### config.mk
export PLATFORM = sky130hd
export DESIGN_NAME = scancode_to_char_decoder
export DESIGN_NICKNAME = d
export VERILOG_FILES = /design/src/rtl/core/scd_pkg.sv /design/src/rtl/core/scancode_to_char_decoder.sv /design/src/rtl/core/scd_keymap_rom.sv /design/src/rtl/core/scd_modifier.sv
export SDC_FILE = /design/constraint.sdc
export NUM_CORES = 1
export LEC_CHECK = 0
export ABC_AREA = 1
export BUFFER_PORTS_ARGS = -buffer_cell sky130_fd_sc_hd__buf_2
export CAP_MARGIN = 40
export CORE_ASPECT_RATIO = 1.75
export CORE_MARGIN = 1
export CORE_UTILIZATION = 59
export CTS_BUF_LIST = sky130_fd_sc_hd__clkbuf_4
export CTS_CLUSTER_DIAMETER = 80
export DETAILED_ROUTE_END_ITERATION = 10
export PLACE_DENSITY = 0.8
export SLEW_MARGIN = 15
export SYNTH_ARGS = -nofsm -noshare
export SYNTH_HDL_FRONTEND = slang
export SYNTH_SLANG_ARGS = --single-unit
### constraint.sdc
create_clock -name clk -period 2.16 [get_ports clk]
set_input_delay 0.108 -clock clk [delete_from_list [all_inputs] [get_ports clk]]
set_output_delay 0.108 -clock clk [all_outputs]
set_load 0.03 [all_outputs]
### src/rtl/core/scd_pkg.sv
// package: scancode codes, modifier bits, key maps and shared types
package scd_pkg;

	localparam int unsigned ScWidth   = 8;
	localparam int unsigned IdxWidth  = 7;
	localparam int unsigned CharWidth = 8;

	localparam logic [ScWidth-1:0] SC_LSHIFT_MAKE  = 8'h2A;
	localparam logic [ScWidth-1:0] SC_RSHIFT_MAKE  = 8'h36;
	localparam logic [ScWidth-1:0] SC_LSHIFT_BREAK = 8'hAA;
	localparam logic [ScWidth-1:0] SC_RSHIFT_BREAK = 8'hB6;
	localparam logic [ScWidth-1:0] SC_CTRL_MAKE    = 8'h1D;
	localparam logic [ScWidth-1:0] SC_CTRL_BREAK   = 8'h9D;
	localparam logic [ScWidth-1:0] SC_ALT_MAKE     = 8'h38;
	localparam logic [ScWidth-1:0] SC_ALT_BREAK    = 8'hB8;
	localparam logic [ScWidth-1:0] SC_CAPS_MAKE    = 8'h3A;
	localparam logic [ScWidth-1:0] SC_CONSOLE_BASE = 8'h3B;
	localparam int unsigned        SC_BREAK_BIT    = 7;

	localparam logic [CharWidth-1:0] CH_NEWLINE = 8'h0A;
	localparam logic [CharWidth-1:0] CH_LOWER_C = 8'h63;

	localparam int unsigned MOD_SHIFT = 0;
	localparam int unsigned MOD_CTRL  = 1;
	localparam int unsigned MOD_ALT   = 2;
	localparam int unsigned MOD_CAPS  = 3;
	localparam int unsigned ModWidth  = 4;

	localparam logic KIND_CHAR    = 1'b0;
	localparam logic KIND_CONSOLE = 1'b1;

	typedef struct packed {
		logic emit;
		logic ctrl;
		logic alt;
		logic upper;
	} mod_info_t;

	function automatic logic [CharWidth-1:0] plain_map(input logic [IdxWidth-1:0] idx);
		logic [CharWidth-1:0] ch;
		case (idx)
			7'd1:  ch = 8'h1B;  7'd2:  ch = 8'h31;  7'd3:  ch = 8'h32;  7'd4:  ch = 8'h33;
			7'd5:  ch = 8'h34;  7'd6:  ch = 8'h35;  7'd7:  ch = 8'h36;  7'd8:  ch = 8'h37;
			7'd9:  ch = 8'h38;  7'd10: ch = 8'h39;  7'd11: ch = 8'h30;  7'd12: ch = 8'h2D;
			7'd13: ch = 8'h3D;  7'd14: ch = 8'h08;  7'd15: ch = 8'h09;  7'd16: ch = 8'h71;
			7'd17: ch = 8'h77;  7'd18: ch = 8'h65;  7'd19: ch = 8'h72;  7'd20: ch = 8'h74;
			7'd21: ch = 8'h79;  7'd22: ch = 8'h75;  7'd23: ch = 8'h69;  7'd24: ch = 8'h6F;
			7'd25: ch = 8'h70;  7'd26: ch = 8'h5B;  7'd27: ch = 8'h5D;  7'd28: ch = 8'h0A;
			7'd30: ch = 8'h61;  7'd31: ch = 8'h73;  7'd32: ch = 8'h64;  7'd33: ch = 8'h66;
			7'd34: ch = 8'h67;  7'd35: ch = 8'h68;  7'd36: ch = 8'h6A;  7'd37: ch = 8'h6B;
			7'd38: ch = 8'h6C;  7'd39: ch = 8'h3B;  7'd40: ch = 8'h27;  7'd41: ch = 8'h60;
			7'd43: ch = 8'h5C;  7'd44: ch = 8'h7A;  7'd45: ch = 8'h78;  7'd46: ch = 8'h63;
			7'd47: ch = 8'h76;  7'd48: ch = 8'h62;  7'd49: ch = 8'h6E;  7'd50: ch = 8'h6D;
			7'd51: ch = 8'h2C;  7'd52: ch = 8'h2E;  7'd53: ch = 8'h2F;  7'd57: ch = 8'h20;
			7'd71: ch = 8'hE0;  7'd72: ch = 8'hE2;  7'd73: ch = 8'hE6;  7'd74: ch = 8'h2D;
			7'd75: ch = 8'hE4;  7'd76: ch = 8'h35;  7'd77: ch = 8'hE5;  7'd78: ch = 8'h2B;
			7'd79: ch = 8'hE1;  7'd80: ch = 8'hE3;  7'd81: ch = 8'hE7;  7'd82: ch = 8'hE8;
			7'd83: ch = 8'hE9;
			default: ch = 8'h00;
		endcase
		return ch;
	endfunction

	function automatic logic [CharWidth-1:0] shift_map(input logic [IdxWidth-1:0] idx);
		logic [CharWidth-1:0] ch;
		case (idx)
			7'd1:  ch = 8'h1B;  7'd2:  ch = 8'h21;  7'd3:  ch = 8'h40;  7'd4:  ch = 8'h23;
			7'd5:  ch = 8'h24;  7'd6:  ch = 8'h25;  7'd7:  ch = 8'h5E;  7'd8:  ch = 8'h26;
			7'd9:  ch = 8'h2A;  7'd10: ch = 8'h28;  7'd11: ch = 8'h29;  7'd12: ch = 8'h5F;
			7'd13: ch = 8'h2B;  7'd14: ch = 8'h08;  7'd15: ch = 8'h09;  7'd16: ch = 8'h51;
			7'd17: ch = 8'h57;  7'd18: ch = 8'h45;  7'd19: ch = 8'h52;  7'd20: ch = 8'h54;
			7'd21: ch = 8'h59;  7'd22: ch = 8'h55;  7'd23: ch = 8'h49;  7'd24: ch = 8'h4F;
			7'd25: ch = 8'h50;  7'd26: ch = 8'h7B;  7'd27: ch = 8'h7D;  7'd28: ch = 8'h0A;
			7'd30: ch = 8'h41;  7'd31: ch = 8'h53;  7'd32: ch = 8'h44;  7'd33: ch = 8'h46;
			7'd34: ch = 8'h47;  7'd35: ch = 8'h48;  7'd36: ch = 8'h4A;  7'd37: ch = 8'h4B;
			7'd38: ch = 8'h4C;  7'd39: ch = 8'h3A;  7'd40: ch = 8'h22;  7'd41: ch = 8'h7E;
			7'd43: ch = 8'h7C;  7'd44: ch = 8'h5A;  7'd45: ch = 8'h58;  7'd46: ch = 8'h43;
			7'd47: ch = 8'h56;  7'd48: ch = 8'h42;  7'd49: ch = 8'h4E;  7'd50: ch = 8'h4D;
			7'd51: ch = 8'h3C;  7'd52: ch = 8'h3E;  7'd53: ch = 8'h3F;  7'd57: ch = 8'h20;
			7'd71: ch = 8'hE0;  7'd72: ch = 8'hE2;  7'd73: ch = 8'hE6;  7'd74: ch = 8'h2D;
			7'd75: ch = 8'hE4;  7'd76: ch = 8'h35;  7'd77: ch = 8'hE5;  7'd78: ch = 8'h2B;
			7'd79: ch = 8'hE1;  7'd80: ch = 8'hE3;  7'd81: ch = 8'hE7;  7'd82: ch = 8'hE8;
			7'd83: ch = 8'hE9;
			default: ch = 8'h00;
		endcase
		return ch;
	endfunction

endpackage

### src/rtl/core/scancode_to_char_decoder.sv
// top level: set-1 scancode to character decoder
//
//  channel    | handshake                    | payload
//  -----------+------------------------------+------------------------------------------
//  scancode   | scancode_valid/scancode_stall | scancode
//  result     | result_valid/result_stall     | kind, char_code, interrupt_group,
//             |                              | console_index
//
//  one item per cycle sustained while result_stall is low; a result passes the map stage, then the output register
//  the modifier register updates at acceptance, the map rom is read in the same cycle
//  modifier and break codes give no result and leave the pipeline at once
//  reset clears the modifiers and both stage valids
//  a held result stalls the map stage, which then stalls the input
module scancode_to_char_decoder import scd_pkg::*; (
	input  logic                        clk,
	input  logic                        arst_n,
	input  logic                        scancode_valid,
	output logic                        scancode_stall,
	input  logic [ScWidth-1:0]          scancode,
	output logic                        result_valid,
	input  logic                        result_stall,
	output logic                        kind,
	output logic [CharWidth-1:0]        char_code,
	output logic                        interrupt_group,
	output logic signed [ScWidth-1:0]   console_index
);

	logic               in_fire;
	logic               load_s1;
	logic               load_out;
	mod_info_t          info;
	mod_info_t          info_s1;
	logic               valid_s1;
	logic [ScWidth-1:0] scancode_s1;
	logic [CharWidth-1:0] plain_s1;
	logic [CharWidth-1:0] shift_s1;

	logic                 kind_d;
	logic [CharWidth-1:0] char_d;
	logic                 intr_d;
	logic [ScWidth-1:0]   cidx_d;

	logic                 out_valid_q;
	logic                 kind_q;
	logic [CharWidth-1:0] char_q;
	logic                 intr_q;
	logic [ScWidth-1:0]   cidx_q;

	assign load_out       = valid_s1 & (~out_valid_q | ~result_stall);
	assign scancode_stall = valid_s1 & ~load_out;
	assign in_fire        = scancode_valid & ~scancode_stall;
	assign load_s1        = in_fire & info.emit;

	scd_modifier u_modifier (
		.clk      (clk),
		.arst_n   (arst_n),
		.fire     (in_fire),
		.scancode (scancode),
		.info     (info)
	);

	scd_keymap_rom u_rom (
		.clk     (clk),
		.rd_en   (load_s1),
		.rd_idx  (scancode[IdxWidth-1:0]),
		.plain_q (plain_s1),
		.shift_q (shift_s1)
	);

	always_ff @(posedge clk or negedge arst_n) begin
		if (!arst_n) begin
			valid_s1 <= 1'b0;
		end else if (load_s1) begin
			valid_s1 <= 1'b1;
		end else if (load_out) begin
			valid_s1 <= 1'b0;
		end
	end

	always_ff @(posedge clk) begin
		if (load_s1) begin
			info_s1     <= info;
			scancode_s1 <= scancode;
		end
	end

	always_comb begin
		kind_d = KIND_CHAR;
		char_d = '0;
		intr_d = 1'b0;
		cidx_d = '0;
		if (info_s1.ctrl) begin
			char_d = CH_NEWLINE;
			intr_d = (plain_s1 == CH_LOWER_C);
		end else if (info_s1.alt) begin
			kind_d = KIND_CONSOLE;
			cidx_d = scancode_s1 - SC_CONSOLE_BASE;
		end else begin
			char_d = info_s1.upper ? shift_s1 : plain_s1;
		end
	end

	always_ff @(posedge clk or negedge arst_n) begin
		if (!arst_n) begin
			out_valid_q <= 1'b0;
		end else if (load_out) begin
			out_valid_q <= 1'b1;
		end else if (!result_stall) begin
			out_valid_q <= 1'b0;
		end
	end

	always_ff @(posedge clk) begin
		if (load_out) begin
			kind_q <= kind_d;
			char_q <= char_d;
			intr_q <= intr_d;
			cidx_q <= cidx_d;
		end
	end

	assign result_valid    = out_valid_q;
	assign kind            = kind_q;
	assign char_code       = char_q;
	assign interrupt_group = intr_q;
	assign console_index   = $signed(cidx_q);

	a_stall_needs_item: assert property (@(posedge clk) disable iff (!arst_n)
		scancode_stall |-> valid_s1 && out_valid_q && result_stall)
		else $error("input stalled without a held item");

	a_console_fields: assert property (@(posedge clk) disable iff (!arst_n)
		result_valid && kind == KIND_CONSOLE |-> char_code == '0 && !interrupt_group)
		else $error("console switch item carries character fields");

	a_interrupt_newline: assert property (@(posedge clk) disable iff (!arst_n)
		result_valid && interrupt_group |-> char_code == CH_NEWLINE && kind == KIND_CHAR)
		else $error("interrupt request without newline");

	a_char_index_zero: assert property (@(posedge clk) disable iff (!arst_n)
		result_valid && kind == KIND_CHAR |-> console_index == '0)
		else $error("character item carries a console index");

endmodule

### src/rtl/core/scd_keymap_rom.sv
// synchronous key map rom: primary and secondary map read together into registered outputs
module scd_keymap_rom import scd_pkg::*; (
	input  logic                 clk,
	input  logic                 rd_en,
	input  logic [IdxWidth-1:0]  rd_idx,
	output logic [CharWidth-1:0] plain_q,
	output logic [CharWidth-1:0] shift_q
);

	always_ff @(posedge clk) begin
		if (rd_en) begin
			plain_q <= plain_map(rd_idx);
			shift_q <= shift_map(rd_idx);
		end
	end

endmodule

### src/rtl/core/scd_modifier.sv
// modifier flag register and scancode classification
module scd_modifier import scd_pkg::*; (
	input  logic               clk,
	input  logic               arst_n,
	input  logic               fire,
	input  logic [ScWidth-1:0] scancode,
	output mod_info_t          info
);

	logic [ModWidth-1:0] flags_q;
	logic [ModWidth-1:0] flags_d;
	logic                is_mod;

	always_comb begin
		flags_d = flags_q;
		is_mod  = 1'b1;
		case (scancode)
			SC_LSHIFT_MAKE, SC_RSHIFT_MAKE:   flags_d[MOD_SHIFT] = 1'b1;
			SC_LSHIFT_BREAK, SC_RSHIFT_BREAK: flags_d[MOD_SHIFT] = 1'b0;
			SC_CTRL_MAKE:                     flags_d[MOD_CTRL]  = 1'b1;
			SC_CTRL_BREAK:                    flags_d[MOD_CTRL]  = 1'b0;
			SC_ALT_MAKE:                      flags_d[MOD_ALT]   = 1'b1;
			SC_ALT_BREAK:                     flags_d[MOD_ALT]   = 1'b0;
			SC_CAPS_MAKE:                     flags_d[MOD_CAPS]  = ~flags_q[MOD_CAPS];
			default:                          is_mod = 1'b0;
		endcase
	end

	always_comb begin
		info.emit  = ~is_mod & ~scancode[SC_BREAK_BIT];
		info.ctrl  = flags_q[MOD_CTRL];
		info.alt   = flags_q[MOD_ALT];
		info.upper = flags_q[MOD_SHIFT] ^ flags_q[MOD_CAPS];
	end

	always_ff @(posedge clk or negedge arst_n) begin
		if (!arst_n) begin
			flags_q <= '0;
		end else if (fire) begin
			flags_q <= flags_d;
		end
	end

	// ordinary codes never touch the modifiers
	a_emit_keeps_flags: assert property (@(posedge clk) disable iff (!arst_n)
		fire && info.emit |=> $stable(flags_q))
		else $error("modifier flags changed on an ordinary key");

endmodule
==> reports/metrics.cfg <==
[placed_design]
port_buffers = 31
dp_hpwl_um = 6517
gp_congestion = 0.9760
dp_slack_ps = 333.6

[yosys]
ys_types = 27
synthAdderAreaFrac = 0.05486
avgSynthCellArea_um2 = 7.566
yosysTopAreaCell = edfxtp_1
synth_simple_gate_area_frac = 0.3103
yosysTopAreaCellShare = 0.4138
ys_ff_latch = 50
syn-cell-area_mm2 = 0.003193
synthXorXnorAreaFrac = 0.005486
ys_seq_area_frac = 0.4608
yosys_warnings = 0
syn_inst = 422
synth_compound_area_frac = 0.1015
synthTopCellsByArea = edfxtp_1 (41%), nand2_1 (18%), nand3_1 (5.8%), ha_1 (5.5%), dfrtp_1 (4.7%)
synth.mux.area_fraction = 0
synth_top_family_by_area = simple AND/OR/NAND/NOR gates
synth_nets = 448

[critical_path]
critical_path.top_delay_family = buffers and inverters
crit_path_top_delay_cell = dlygate4sd3_1
cp_common_cell = nand2_1
critical_path_buf_inv_count = 5
crit_chain = dlygate4sd3_1 > buf_2 > nand2_1 > inv_1 > nand2_1 > nand2_1 > a31oi_1 > nand3_1 > inv_1 > buf_12
crit_type = in2reg
crit_arrival_ps = 1710
crit_required_ps = 2220
critPathMaxFanout = 26
critPathMaxStageDelay_ps = 550
end_kind = flip-flop
startpoint_type = input port

[sta]
drv_slew = 0
hold_ws_ps = 50.93
relSlewSlack = 0.6617
rsz0062_at_grt = no
layout_setup_ws_ps = 505.4
worst_clock_skew_ps = 8.912
finalCritPeriodShare = 0.7660
worst_slew_pin_slew_ps = 505.6
fmax_mhz = 604.4
hold_viol_final = 0
tns_ps = 0
setup_viol = 0
fin_crit_ps = 1655

[grt]
grt_pass1_vias = 2932
globalRouteOverflowTotal = 0
grt_pass1_wl_um = 13480
antenna_found_initial = 0
grt_max_degree = 27
grt_usage = 0.3175

[drt]
wl_um = 8398
via_per_inst = 5.816
vias = 3007
ant_nets = 0
firstDrtPassIters = 11
dr.first_iter.drc_count = 123
drc_errors = 4
routedWlPerCell_um = 16.24

[clock_network]
htreeDepth = 2
clk_latency_ps = 340
clock-root-buffer = clkbuf_4
ctsLongestPathBuffers = 2
path_clk_slew_ps = 120
cts_made_buffers = 5
tritoncts = done
cts_sinks = 50

[floorplan]
die_w_um = 57.61
initial_core_util = 0.6076
dieArea_mm2 = 0.005722
pin_count = 32
die_y_um = 99.32
core.rowCount = 35
core_area_mm2 = 0.005255

[run_status]
status = finished with violations
violations = design-rule violations

[run]
drv_cap = 0

[power]
p_per_area_mw_per_mm2 = 601.5
p_leak_nw = 1.739
irDropWorstVdd_v = 0.0002633

[cells_and_area]
finish.utilization = 0.6769
n_fill_cell = 460
nNetsFinal = 488
area_delta_synth_final_pct = 11.40
multi_input_area_mm2 = 0.001508
layout-drive-gt1-share = 0.1147
insertedDiodeCount = 0
seq_area_mm2 = 0.001471

[min_path]
min_path_type = in2reg

cell usage after synthesis (all sizes together):
cell      n
o211ai    2
dfrtp     6
a211oi    1
o21bai    1
buf       9
inv      38
o21a      1
xor2      1
o21ai    23
a21oi    29
xnor2     1
nor3b     1
o31ai     1
ha       14
nor2     41
nand2   152
edfxtp   44
nor3      3
nand3    37
nor4      1
clkbuf    5
a31oi     3
nand4     8
metrics by stage:
stage / total power [W] / cell area, um^2 / instances
after floorplan: 0.001507 / 3193 / 422
after detailed placement: 0.001664 / 3456 / 507
final: 0.002140 / 3557 / 517
after global placement: 0.001658 / 3456 / 507
after global routing: 0.002229 / 3557 / 517
after CTS: 0.002143 / 3557 / 517
layout make-up:
class,instances,share of cell area
clock inverter,2,0.009497
tap,55,0.01935
timing repair buffer,47,0.08301
sequential,50,0.4136
inverter,38,0.04010
clock buffer,5,0.01055
multi-input combinational,320,0.4238
sequential cells by signal (all words and copies together), names as in the netlist:
register and cells:
interrupt_group 1, console_index 8, char_code 8, u_modifier.flags_q 4, scancode_s1 8, kind 1
valid_s1 1, info_s1 3, u_rom.shift_q 8, u_rom.plain_q 7, result_valid 1
cell usage in the layout, fill, tap and decap left out, drive strengths merged, types with 6 or more instances in the layout:
cell type / count
inv: 38
nor2: 41
dfrtp: 6
ha: 14
nand2: 152
nand4: 8
edfxtp: 44
o21ai: 23
a21oi: 29
nand3: 37
buf: 44
layer usage:
metal,part of all wire,GRT usage,vias to the layer above
met1,0.33,0.2889,1369
met2,0.56,0.5966,118
met3,0.036,0.03251,41
li1,-,-,1479
met5,0,0,-
met4,0.079,0.2683,0
report_power, final:
part | switching, W | internal (W)
combinational | 0.000342 | 0.000148
sequential | 0.0000312 | 0.00114
clock | 0.000248 | 0.000234
total | 0.000622 | 0.00152
worst paths after layout:
check / start / to / slack [ps] / cells past startpoint
min in group asynchronous: arst_n / u_modifier.flags_q[0]$_DFFE_PN0P_ / 100 / 2
min reg2reg: u_modifier.flags_q[1]$_DFFE_PN0P_ / info_s1[2]$_DFFE_PP_ / 480 / 0
max in group asynchronous: arst_n / result_valid$_DFFE_PN0P_ / 1910 / 2
min: scancode[6] / scancode_s1[6]$_DFFE_PP_ / 50 / 1
max reg2reg: result_valid$_DFFE_PN0P_ / u_rom.plain_q[3]$_DFFE_PP_ / 550 / 8
max: result_stall / u_rom.plain_q[3]$_DFFE_PP_ / 510 / 10
what timing repair did:
action,in CTS,in global routing
buffers inserted,0,0
gates resized for setup,0,0
hold buffers,3,0
hold endpoints to repair,8,0
cells by family (layout without fill, tap and decap cells):
kind of cell / count (synthesis) / count (layout)
xor gates and xnor gates: 2 / 2
and+or+nand+nor: 243 / 243
buffers and inverters: 52 / 92
adders and majority gates: 14 / 14
AOI/OAI and AO/OA: 61 / 61
DFF: 50 / 50
(Power assumes the default switching activity.)
